[config.mk]
export PLATFORM = sky130hd
export DESIGN_NAME = ordered_list_store_flat
export DESIGN_NICKNAME = d
export VERILOG_FILES = /design/src/rtl/ols_pkg.sv /design/src/rtl/ols_if.sv /design/src/rtl/ols_cell.sv /design/src/rtl/ordered_list_store.sv /design/src/flat_wrapper.sv
export SDC_FILE = /design/constraint.sdc
export NUM_CORES = 2
export LEC_CHECK = 0
export ABC_CLOCK_PERIOD_IN_PS = 14750
export BUFFER_PORTS_ARGS = -buffer_cell sky130_fd_sc_hd__buf_2
export CAP_MARGIN = 20
export CORE_MARGIN = 3
export CORE_UTILIZATION = 35
export CTS_CLUSTER_DIAMETER = 40
export CTS_CLUSTER_SIZE = 30
export DETAILED_ROUTE_END_ITERATION = 16
export HOLD_SLACK_MARGIN = 0.06
export PLACE_DENSITY_LB_ADDON = 0.25
export RECOVER_POWER = 50
export SLEW_MARGIN = 10
export SYNTH_ARGS = -nofsm -noshare
export SYNTH_HDL_FRONTEND = slang
export SYNTH_SLANG_ARGS = --single-unit
[constraint.sdc]
create_clock -name clk -period 14.75 [get_ports clk]
set_input_delay 0 -clock clk [delete_from_list [all_inputs] [get_ports clk]]
set_output_delay 0 -clock clk [all_outputs]
set_load 0.01 [all_outputs]
[src/rtl/ols_pkg.sv]
// ols_pkg: shared constants, operation and status codes, and the cell control
// type for the ordered list store. No dependencies.
package ols_pkg;

  localparam int LIST_DEPTH = 16;
  localparam int DATA_W     = 32;
  localparam int OP_W       = 3;
  localparam int POS_W      = 4;
  localparam int STAT_W     = 2;
  localparam int CNT_W      = $clog2(LIST_DEPTH + 1);
  localparam int LEN_W      = CNT_W;
  localparam int CMP_W      = (CNT_W > POS_W) ? CNT_W : POS_W;

  // Operation codes
  localparam logic [OP_W-1:0] OP_APPEND = 3'd0;
  localparam logic [OP_W-1:0] OP_INSERT = 3'd1;
  localparam logic [OP_W-1:0] OP_DELETE = 3'd2;
  localparam logic [OP_W-1:0] OP_COUNT  = 3'd3;
  localparam logic [OP_W-1:0] OP_READ   = 3'd4;

  // Status codes
  localparam logic [STAT_W-1:0] ST_OK     = 2'd0;
  localparam logic [STAT_W-1:0] ST_EMPTY  = 2'd1;
  localparam logic [STAT_W-1:0] ST_BEYOND = 2'd2;
  localparam logic [STAT_W-1:0] ST_FULL   = 2'd3;

  // Per-cell load select; load wins over take_prev, take_prev over take_next.
  typedef struct packed {
    logic load;
    logic take_prev;
    logic take_next;
  } ols_cell_ctl_t;

endpackage

[src/rtl/ols_if.sv]
// ols_if: valid/ready channel interfaces for the input word and result word
// of the ordered list store. Depends on ols_pkg.
interface ols_in_if import ols_pkg::*; ();
  logic                     valid;
  logic                     ready;
  logic [OP_W-1:0]          op;
  logic signed [DATA_W-1:0] value;
  logic [POS_W-1:0]         position;

  modport source (output valid, op, value, position, input ready);
  modport sink   (input valid, op, value, position, output ready);
endinterface

interface ols_out_if import ols_pkg::*; ();
  logic                     valid;
  logic                     ready;
  logic [STAT_W-1:0]        status;
  logic signed [DATA_W-1:0] data_out;
  logic [LEN_W-1:0]         length;
  logic                     last;

  modport source (output valid, status, data_out, length, last, input ready);
  modport sink   (input valid, status, data_out, length, last, output ready);
endinterface

[src/rtl/ols_cell.sv]
// ols_cell: one storage cell of the list chain; loads a new value or takes
// the value of a neighbor. Depends on ols_pkg.
module ols_cell import ols_pkg::*; (
  input  logic                     clk,
  input  ols_cell_ctl_t            ctl,
  input  logic signed [DATA_W-1:0] in_val,
  input  logic signed [DATA_W-1:0] prev_val,
  input  logic signed [DATA_W-1:0] next_val,
  output logic signed [DATA_W-1:0] val_r
);

  logic signed [DATA_W-1:0] val_nxt;

  always_comb begin
    if (ctl.load) begin
      val_nxt = in_val;
    end else if (ctl.take_prev) begin
      val_nxt = prev_val;
    end else if (ctl.take_next) begin
      val_nxt = next_val;
    end else begin
      val_nxt = val_r;
    end
  end

  always_ff @(posedge clk) begin
    val_r <= val_nxt;
  end

endmodule

[src/rtl/ordered_list_store.sv]
// ordered_list_store: top level; a chain of shifting cells holds the list head
// to tail, a small controller runs the operations. Depends on ols_pkg, ols_if, ols_cell.
//
//   channel | dir | words per item             | fields
//   --------+-----+----------------------------+-----------------------------------
//   in_ch   | in  | 1                          | op, value, position
//   out_ch  | out | 1, or count for a read all | status, data_out, length, last
//
// Operations: for append, insert and delete each cell holds, loads, shifts back
// or shifts forward in the same edge. A read all emits one word per element:
// the chain rotates toward the head once per emitted word and holds while the
// result is stalled, so after count rotations the list is back in place.
// Reset: clears the count, the controller and the output valid; cell contents
// are left as they are, since only cells below the count are ever read.
// Stalls: a full result register holds while out_ch.ready is low; in_ch.ready
// drops while that register is full and not taken, and during a read all.
module ordered_list_store import ols_pkg::*; (
  input logic       clk,
  input logic       rst_n,
  ols_in_if.sink    in_ch,
  ols_out_if.source out_ch
);

  typedef enum logic {S_IDLE, S_READ} state_t;

  state_t                   state_r, state_nxt;
  logic [CNT_W-1:0]         cnt_r, cnt_nxt;
  logic [CNT_W-1:0]         rd_left_r, rd_left_nxt;
  logic                     out_valid_r, out_valid_nxt;
  logic [STAT_W-1:0]        out_status_r, out_status_nxt;
  logic signed [DATA_W-1:0] out_data_r, out_data_nxt;
  logic [LEN_W-1:0]         out_len_r, out_len_nxt;
  logic                     out_last_r, out_last_nxt;

  logic out_free, in_ready, fire_in, full, empty;
  logic do_append, do_insert, do_delete, rot_en;

  logic signed [DATA_W-1:0] cell_val [LIST_DEPTH];
  logic signed [DATA_W-1:0] prev_val [LIST_DEPTH];
  logic signed [DATA_W-1:0] next_val [LIST_DEPTH];
  ols_cell_ctl_t            cell_ctl [LIST_DEPTH];

  // The result register may be reloaded when empty or when taken this cycle.
  assign out_free = !out_valid_r || out_ch.ready;
  assign in_ready = (state_r == S_IDLE) && out_free;
  assign fire_in  = in_ch.valid && in_ready;
  assign full     = (cnt_r == CNT_W'(LIST_DEPTH));
  assign empty    = (cnt_r == '0);

  // Controller: decode the word, pick the cell action, build the result.
  always_comb begin
    state_nxt      = state_r;
    cnt_nxt        = cnt_r;
    rd_left_nxt    = rd_left_r;
    out_valid_nxt  = out_valid_r && !out_ch.ready;
    out_status_nxt = out_status_r;
    out_data_nxt   = out_data_r;
    out_len_nxt    = out_len_r;
    out_last_nxt   = out_last_r;
    do_append      = 1'b0;
    do_insert      = 1'b0;
    do_delete      = 1'b0;
    rot_en         = 1'b0;

    unique case (state_r)
      S_IDLE: begin
        if (fire_in) begin
          out_valid_nxt  = 1'b1;
          out_status_nxt = ST_OK;
          out_data_nxt   = '0;
          out_last_nxt   = 1'b1;
          unique case (in_ch.op)
            OP_APPEND: begin
              if (full) begin
                out_status_nxt = ST_FULL;
              end else begin
                do_append = 1'b1;
                cnt_nxt   = cnt_r + 1'b1;
              end
            end
            OP_INSERT: begin
              if (full) begin
                out_status_nxt = ST_FULL;
              end else begin
                do_insert = 1'b1;
                cnt_nxt   = cnt_r + 1'b1;
              end
            end
            OP_DELETE: begin
              if (empty) begin
                out_status_nxt = ST_EMPTY;
              end else if (CMP_W'(in_ch.position) >= CMP_W'(cnt_r)) begin
                out_status_nxt = ST_BEYOND;
              end else begin
                do_delete = 1'b1;
                cnt_nxt   = cnt_r - 1'b1;
              end
            end
            OP_READ: begin
              if (empty) begin
                out_status_nxt = ST_EMPTY;
              end else begin
                // Emit the head now and rotate; the rest follow one per cycle unless stalled.
                rot_en       = 1'b1;
                out_data_nxt = cell_val[0];
                out_last_nxt = (cnt_r == CNT_W'(1));
                rd_left_nxt  = cnt_r - 1'b1;
                if (cnt_r != CNT_W'(1)) begin
                  state_nxt = S_READ;
                end
              end
            end
            default: begin
              // Count and unused codes: report the length, change nothing.
            end
          endcase
          out_len_nxt = LEN_W'(cnt_nxt);
        end
      end
      S_READ: begin
        if (out_free) begin
          rot_en         = 1'b1;
          out_valid_nxt  = 1'b1;
          out_status_nxt = ST_OK;
          out_data_nxt   = cell_val[0];
          out_len_nxt    = LEN_W'(cnt_r);
          out_last_nxt   = (rd_left_r == CNT_W'(1));
          rd_left_nxt    = rd_left_r - 1'b1;
          if (rd_left_r == CNT_W'(1)) begin
            state_nxt = S_IDLE;
          end
        end
      end
      default: begin
        state_nxt = S_IDLE;
      end
    endcase
  end

  // Cell chain. Each cell sees its back neighbor (insert shift), its front
  // neighbor (delete shift and rotate) and the incoming value. On a rotate the
  // head value wraps around into the last occupied cell.
  for (genvar i = 0; i < LIST_DEPTH; i++) begin : g_cell
    if (i == 0) begin : g_head
      assign prev_val[i] = in_ch.value;
    end else begin : g_body
      assign prev_val[i] = cell_val[i-1];
    end

    if (i == LIST_DEPTH - 1) begin : g_tail
      assign next_val[i] = cell_val[0];
    end else begin : g_mid
      assign next_val[i] = (cnt_r == CNT_W'(i + 1)) ? cell_val[0] : cell_val[i+1];
    end

    always_comb begin
      cell_ctl[i].load      = (do_append && (cnt_r == CNT_W'(i))) ||
                              (do_insert && (i == 0));
      cell_ctl[i].take_prev = do_insert && (i != 0);
      cell_ctl[i].take_next = rot_en ||
                              (do_delete && (CMP_W'(i) >= CMP_W'(in_ch.position)));
    end

    ols_cell u_cell (
      .clk      (clk),
      .ctl      (cell_ctl[i]),
      .in_val   (in_ch.value),
      .prev_val (prev_val[i]),
      .next_val (next_val[i]),
      .val_r    (cell_val[i])
    );
  end

  // Hold state and the result register.
  always_ff @(posedge clk) begin
    if (!rst_n) begin
      state_r     <= S_IDLE;
      cnt_r       <= '0;
      rd_left_r   <= '0;
      out_valid_r <= 1'b0;
    end else begin
      state_r      <= state_nxt;
      cnt_r        <= cnt_nxt;
      rd_left_r    <= rd_left_nxt;
      out_valid_r  <= out_valid_nxt;
      out_status_r <= out_status_nxt;
      out_data_r   <= out_data_nxt;
      out_len_r    <= out_len_nxt;
      out_last_r   <= out_last_nxt;
    end
  end

  assign in_ch.ready     = in_ready;
  assign out_ch.valid    = out_valid_r;
  assign out_ch.status   = out_status_r;
  assign out_ch.data_out = out_data_r;
  assign out_ch.length   = out_len_r;
  assign out_ch.last     = out_last_r;

endmodule

[src/flat_wrapper.sv]
// flat-port wrapper written by rule: the top's interface ports become plain ports
module ordered_list_store_flat import ols_pkg::*;
  (clk, rst_n, in_ch_valid, in_ch_op, in_ch_value, in_ch_position, in_ch_ready, out_ch_valid, out_ch_status, out_ch_data_out, out_ch_length, out_ch_last, out_ch_ready);
  ols_in_if in_ch_i ();
  ols_out_if out_ch_i ();
  input logic clk;
  input logic rst_n;
  input wire logic [$bits(in_ch_i.valid)-1:0] in_ch_valid;
  input wire logic [$bits(in_ch_i.op)-1:0] in_ch_op;
  input wire logic [$bits(in_ch_i.value)-1:0] in_ch_value;
  input wire logic [$bits(in_ch_i.position)-1:0] in_ch_position;
  output wire logic [$bits(in_ch_i.ready)-1:0] in_ch_ready;
  output wire logic [$bits(out_ch_i.valid)-1:0] out_ch_valid;
  output wire logic [$bits(out_ch_i.status)-1:0] out_ch_status;
  output wire logic [$bits(out_ch_i.data_out)-1:0] out_ch_data_out;
  output wire logic [$bits(out_ch_i.length)-1:0] out_ch_length;
  output wire logic [$bits(out_ch_i.last)-1:0] out_ch_last;
  input wire logic [$bits(out_ch_i.ready)-1:0] out_ch_ready;
  assign in_ch_i.valid = in_ch_valid;
  assign in_ch_i.op = in_ch_op;
  assign in_ch_i.value = in_ch_value;
  assign in_ch_i.position = in_ch_position;
  assign in_ch_ready = in_ch_i.ready;
  assign out_ch_valid = out_ch_i.valid;
  assign out_ch_status = out_ch_i.status;
  assign out_ch_data_out = out_ch_i.data_out;
  assign out_ch_length = out_ch_i.length;
  assign out_ch_last = out_ch_i.last;
  assign out_ch_i.ready = out_ch_ready;
  ordered_list_store u_core (.clk(clk), .rst_n(rst_n), .in_ch(in_ch_i), .out_ch(out_ch_i));
endmodule
==> reports/results.env <==
RUN_STATUS='finished with violations'
VIOLATIONS='capacitance limit, slew limit'
HPWLAFTERDP_UM=60900
SYNTHESIS.NETS=3370
POWER_FRAC_SEQ_PCT=37.8
FINALPOWER_uW=5210
WORSTPATHMAXFANOUT=64
LAYOUT.NETS=3303
REG2REG_FROM='u_core.cnt_r[0]'
DR.FIRST_ITER.DRC_COUNT=2470
GP_CONGESTION=0.844
FINAL_CORE_UTIL_PCT=41.1
HTREEDEPTH=3
CELL_COUNT_AFTER_SYNTHESIS=3315
FIN_SKEW_NS=0.0260
SYNTH_TOP_FLOP_CELL='edfxtp_1'
DRT_FIRST_PASS_ITERS=6
TIMING.FMAX_MHz=125
FINAL-SETUP-VIOL-COUNT=0
FIN_AREA_UM2=39200
POST-SYNTH-TOP-AREA-CELL='edfxtp_1'
TIMING.REG2REG.SETUP_SLACK_NS=6.76
CTS.SINKS=564
SEQCELLAREA_UM2=16800
SYN2LAYOUT_AREA_GROWTH_PCT=15.9
YS_FF_LATCH=564
ROWS=113
COMBINATIONALPOWERSHARE_PCT=9.3
WORST-R2R-CELL-COUNT=9
CRITICAL_PATH_CLASS='flip-flop to flip-flop'
POST_ROUTE_CELLS_DRIVE_ABOVE_1_SHARE_PCT=10.1
WORST-SLEW-PIN-TRANSITION_NS=4.31
GRT_PASS1_WL_UM=170000
CTS.ROOT.BUFFER_CELL='clkbuf_16'
CTS_TREE='yes'
WORSTREG2REGEND='u_core.g_cell[10].u_cell.val_r[22]'
I_O_BUFFERS=84
GRT.TOTAL_USAGE_PCT=22.2
CRIT_ARRIVAL_NS=8.42
POWER_SWITCHING_SHARE_PCT=25.1
MIN_PERIOD_NS=7.99
CLK_TRANSITION_REPORTED_PATHS_NS=0.05
FILLERINSTANCES=9249
CRITICAL_PATH.ENDPOINT_TYPE='flip-flop'
CLKPWRFRAC_PCT=53.0
TIMING.HOLD.WORST.CLASS='input pin to flip-flop'
POST_CTS_RESIZE_COUNT=0
GRT_ANTENNA_BEFORE_REPAIR=6
TRITONCTS.NUM_BUFFERS=117
MAPPEDNETLISTAREA_UM2=33800
CP-STARTPOINT='u_core.cnt_r[0]'
MULTI_INPUT_AREA_UM2=15500
SYNTH_ENABLE_FLOP_CELLS=552
CORE_AREA_UM2=95300
POWER.DENSITY_nW_PER_UM2=133
AVGVIACOUNTPERCELL=5.78
CAP_VIOLATIONS=27
SYNTHTOPCELLSBYAREA='edfxtp_1, mux2i_1, a211oi_1'
INSERTION_DELAY_NS=0.68
WIRELENGTH_UM=113000
REMAINING_DRC_ERRORS=0
SWITCHING_POWER_uW=1310
GRT_SETUP_UNREPAIRED='no'
MAX_SLEW_MARGIN_PCT=-188
FLOORPLAN.DIE_AREA_UM2=100000
FINAL.SETUP.TNS_NS=0
LEAKAGE_uW=0.0140
DIE_WIDTH_UM=317
DRT-WIRELENGTH-PER-CELL_UM=24.6
IRDROPWORSTVDD_mV=0.0897
FP.DIEH_UM=317
TIMING.FINAL.MAX_SLEW_VIOLATIONS=1202
SEQ_AREA_FRAC_SYNTH_PCT=49.8
ROUTE.ANTENNA.REMAINING_NETS=0
PIN_COUNT=85
FIN_WORST_HOLD_SLACK_NS=0.189
YS.WARNINGS.COUNT=0
FLOORPLAN.INITIALDENSITY_PCT=35.5
SYNTH_ASYNC_SR_FLOP_SHARE_PCT=0
WORST-ENDPOINT-REQUIRED_NS=15.19
PLACE_AREA_UM2=34900
CRITPATHLAUNCHTYPE='flip-flop'
CRIT_END='u_core.g_cell[10].u_cell.val_r[22]'
ANTENNA_CELLS_INSERTED=0
DETAILROUTE.VIA_COUNT=26684
SYN-MEAN-INSTANCE-AREA_UM2=10.2
VIA_COUNT_OF_THE_FIRST_GLOBAL_ROUTING_PASS=26389
SYNTH_TOP_CELL_AREA_SHARE_PCT=49.1
COUNT_OF_CELL_TYPES_IN_THE_NETLIST=62
GRT_OVERFLOW_TOTAL=0
GRT_MAX_DEGREE=176
HOLD_VIOLATION_COUNT_IN_THE_FINAL_REPORT=0
CTS_MAX_PATH_BUFFERS=3
CELLINTERNALPOWER_uW=3900
POST-ROUTE-PERIOD-UTIL_PCT=54.2
==> power groups by stage <==
stage	Combinational (uW)	Sequential [uW]	Clock, uW
floorplan	334	1960	0
global placement	468	1990	0
detailed placement	474	1990	0
CTS	488	1960	2800
global route	525	1980	2890
finish	482	1970	2760
==> repair_timing <==
action,4_1_cts,5_1_grt
hold buffers,42,0
endpoints found under the hold margin,526,0
buffers inserted,0,0
==> cells in the final DEF (no fill, tap or decap), types with 27 or more instances in the layout <==
cell,instances
mux2i_1,256
buf_2,42
nor2_1,375
mux2_2,35
a21o_1,163
nand2_1,311
a211oi_1,320
buf_4,27
a21oi_1,114
clkbuf_1,78
edfxtp_1,552
clkbuf_16,119
o21ai_0,76
o31ai_1,224
mux2_1,29
o22ai_1,66
dlygate4sd3_1,42
nor2b_1,264
==> synth_stat cells (3+ instances only) <==
library cell / count
a211oi_1: 319
a21o_1: 163
a21oi_1: 114
a22oi_1: 3
a31oi_1: 6
and2_1: 9
and3_1: 8
and4_1: 4
buf_1: 24
buf_2: 126
buf_4: 20
buf_6: 8
clkbuf_1: 184
dfxtp_1: 12
edfxtp_1: 552
ha_1: 12
inv_1: 11
mux2_1: 29
mux2_2: 35
mux2i_1: 256
nand2_1: 312
nand2b_1: 5
nand3_1: 6
nand3b_1: 7
nand4_1: 5
nor2_1: 379
nor2b_1: 270
nor3_1: 13
nor3b_1: 4
o21ai_0: 48
o21ai_1: 40
o22ai_1: 66
o31ai_1: 224
xnor2_1: 4
==> worst min path at each step <==
stage,startpoint,to,slack (ns),cells after the start
after detailed placement,rst_n,u_core.cnt_r[4],0.36,3
final,in_ch_position[3],u_core.cnt_r[2],0.19,5
after floorplan,in_ch_valid,u_core.out_ch.valid,0.12,2
after global placement,in_ch_valid,u_core.out_ch.valid,0.35,3
after global routing,in_ch_position[3],u_core.cnt_r[2],0.24,5
after CTS,in_ch_position[0],u_core.g_cell[10].u_cell.val_r[14],0.09,3
==> flip-flops by register name, summed over array words and instances (netlist names) <==
| name | count |
|---|---|
| u_core.state_r | 1 |
| u_core.cnt_r | 5 |
| u_core.out_ch.length | 5 |
| u_core.out_ch.last | 1 |
| u_core.out_ch.data_out | 32 |
| u_core.out_ch.status | 2 |
| u_core.rd_left_r | 5 |
| u_core.g_cell.u_cell.val_r | 512 |
| u_core.out_ch.valid | 1 |
==> cells by family after synthesis <==
group                      after synthesis  synth area share, %
and+or+nand+nor                       1040                 14.3
AOI/OAI and AO/OA                     1000                 20.6
DFF                                    564                 49.8
buffers and inverters                  375                 5.07
muxes                                  320                 9.72
adders and majority gates               12                0.444
xor gates and xnor gates                 4                0.104
==> layout make-up <==
| class | count | share of cell area, % |
|---|---|---|
| inverters | 12 | 0.115 |
| flip-flops and latches | 564 | 42.9 |
| clock inverters | 88 | 2.77 |
| repair buffers | 177 | 2.84 |
| multi-input cells | 2376 | 39.5 |
| clock buffers | 133 | 7.74 |
| well taps | 1265 | 4.04 |
==> per-stage QoR <==
stage | cells | worst slack [ns]
2_1_floorplan | 3315 | 9.92
5_1_grt | 4615 | 6.44
4_1_cts | 4615 | 10.16
3_3_place_gp | 4351 | 10.29
3_5_place_dp | 4352 | 10.21
6_report | 4615 | 6.76
==> routing by layer <==
metal / vias up / wire length, um / track usage (%) / share of wire, %
met1: 13291 / 48700 / 28.7 / 43
met2: 919 / 53300 / 37.1 / 47
met5: - / 0 / 0 / 0
li1: 12239 / - / - / -
met4: 0 / 5050 / 9.97 / 4.5
met3: 235 / 6420 / 3.04 / 5.7
==> critical path, stage by stage, from the launching register on <==
cell       delay [ns]
dfxtp_1          0.40
inv_1            0.18
ha_1             0.36
nand4bb_1        0.33
nand4_1          0.16
clkbuf_1         1.98
clkbuf_1         2.01
nor2b_4          0.02
clkbuf_1         1.49
o31ai_1          0.74
(Power assumes the default switching activity.)
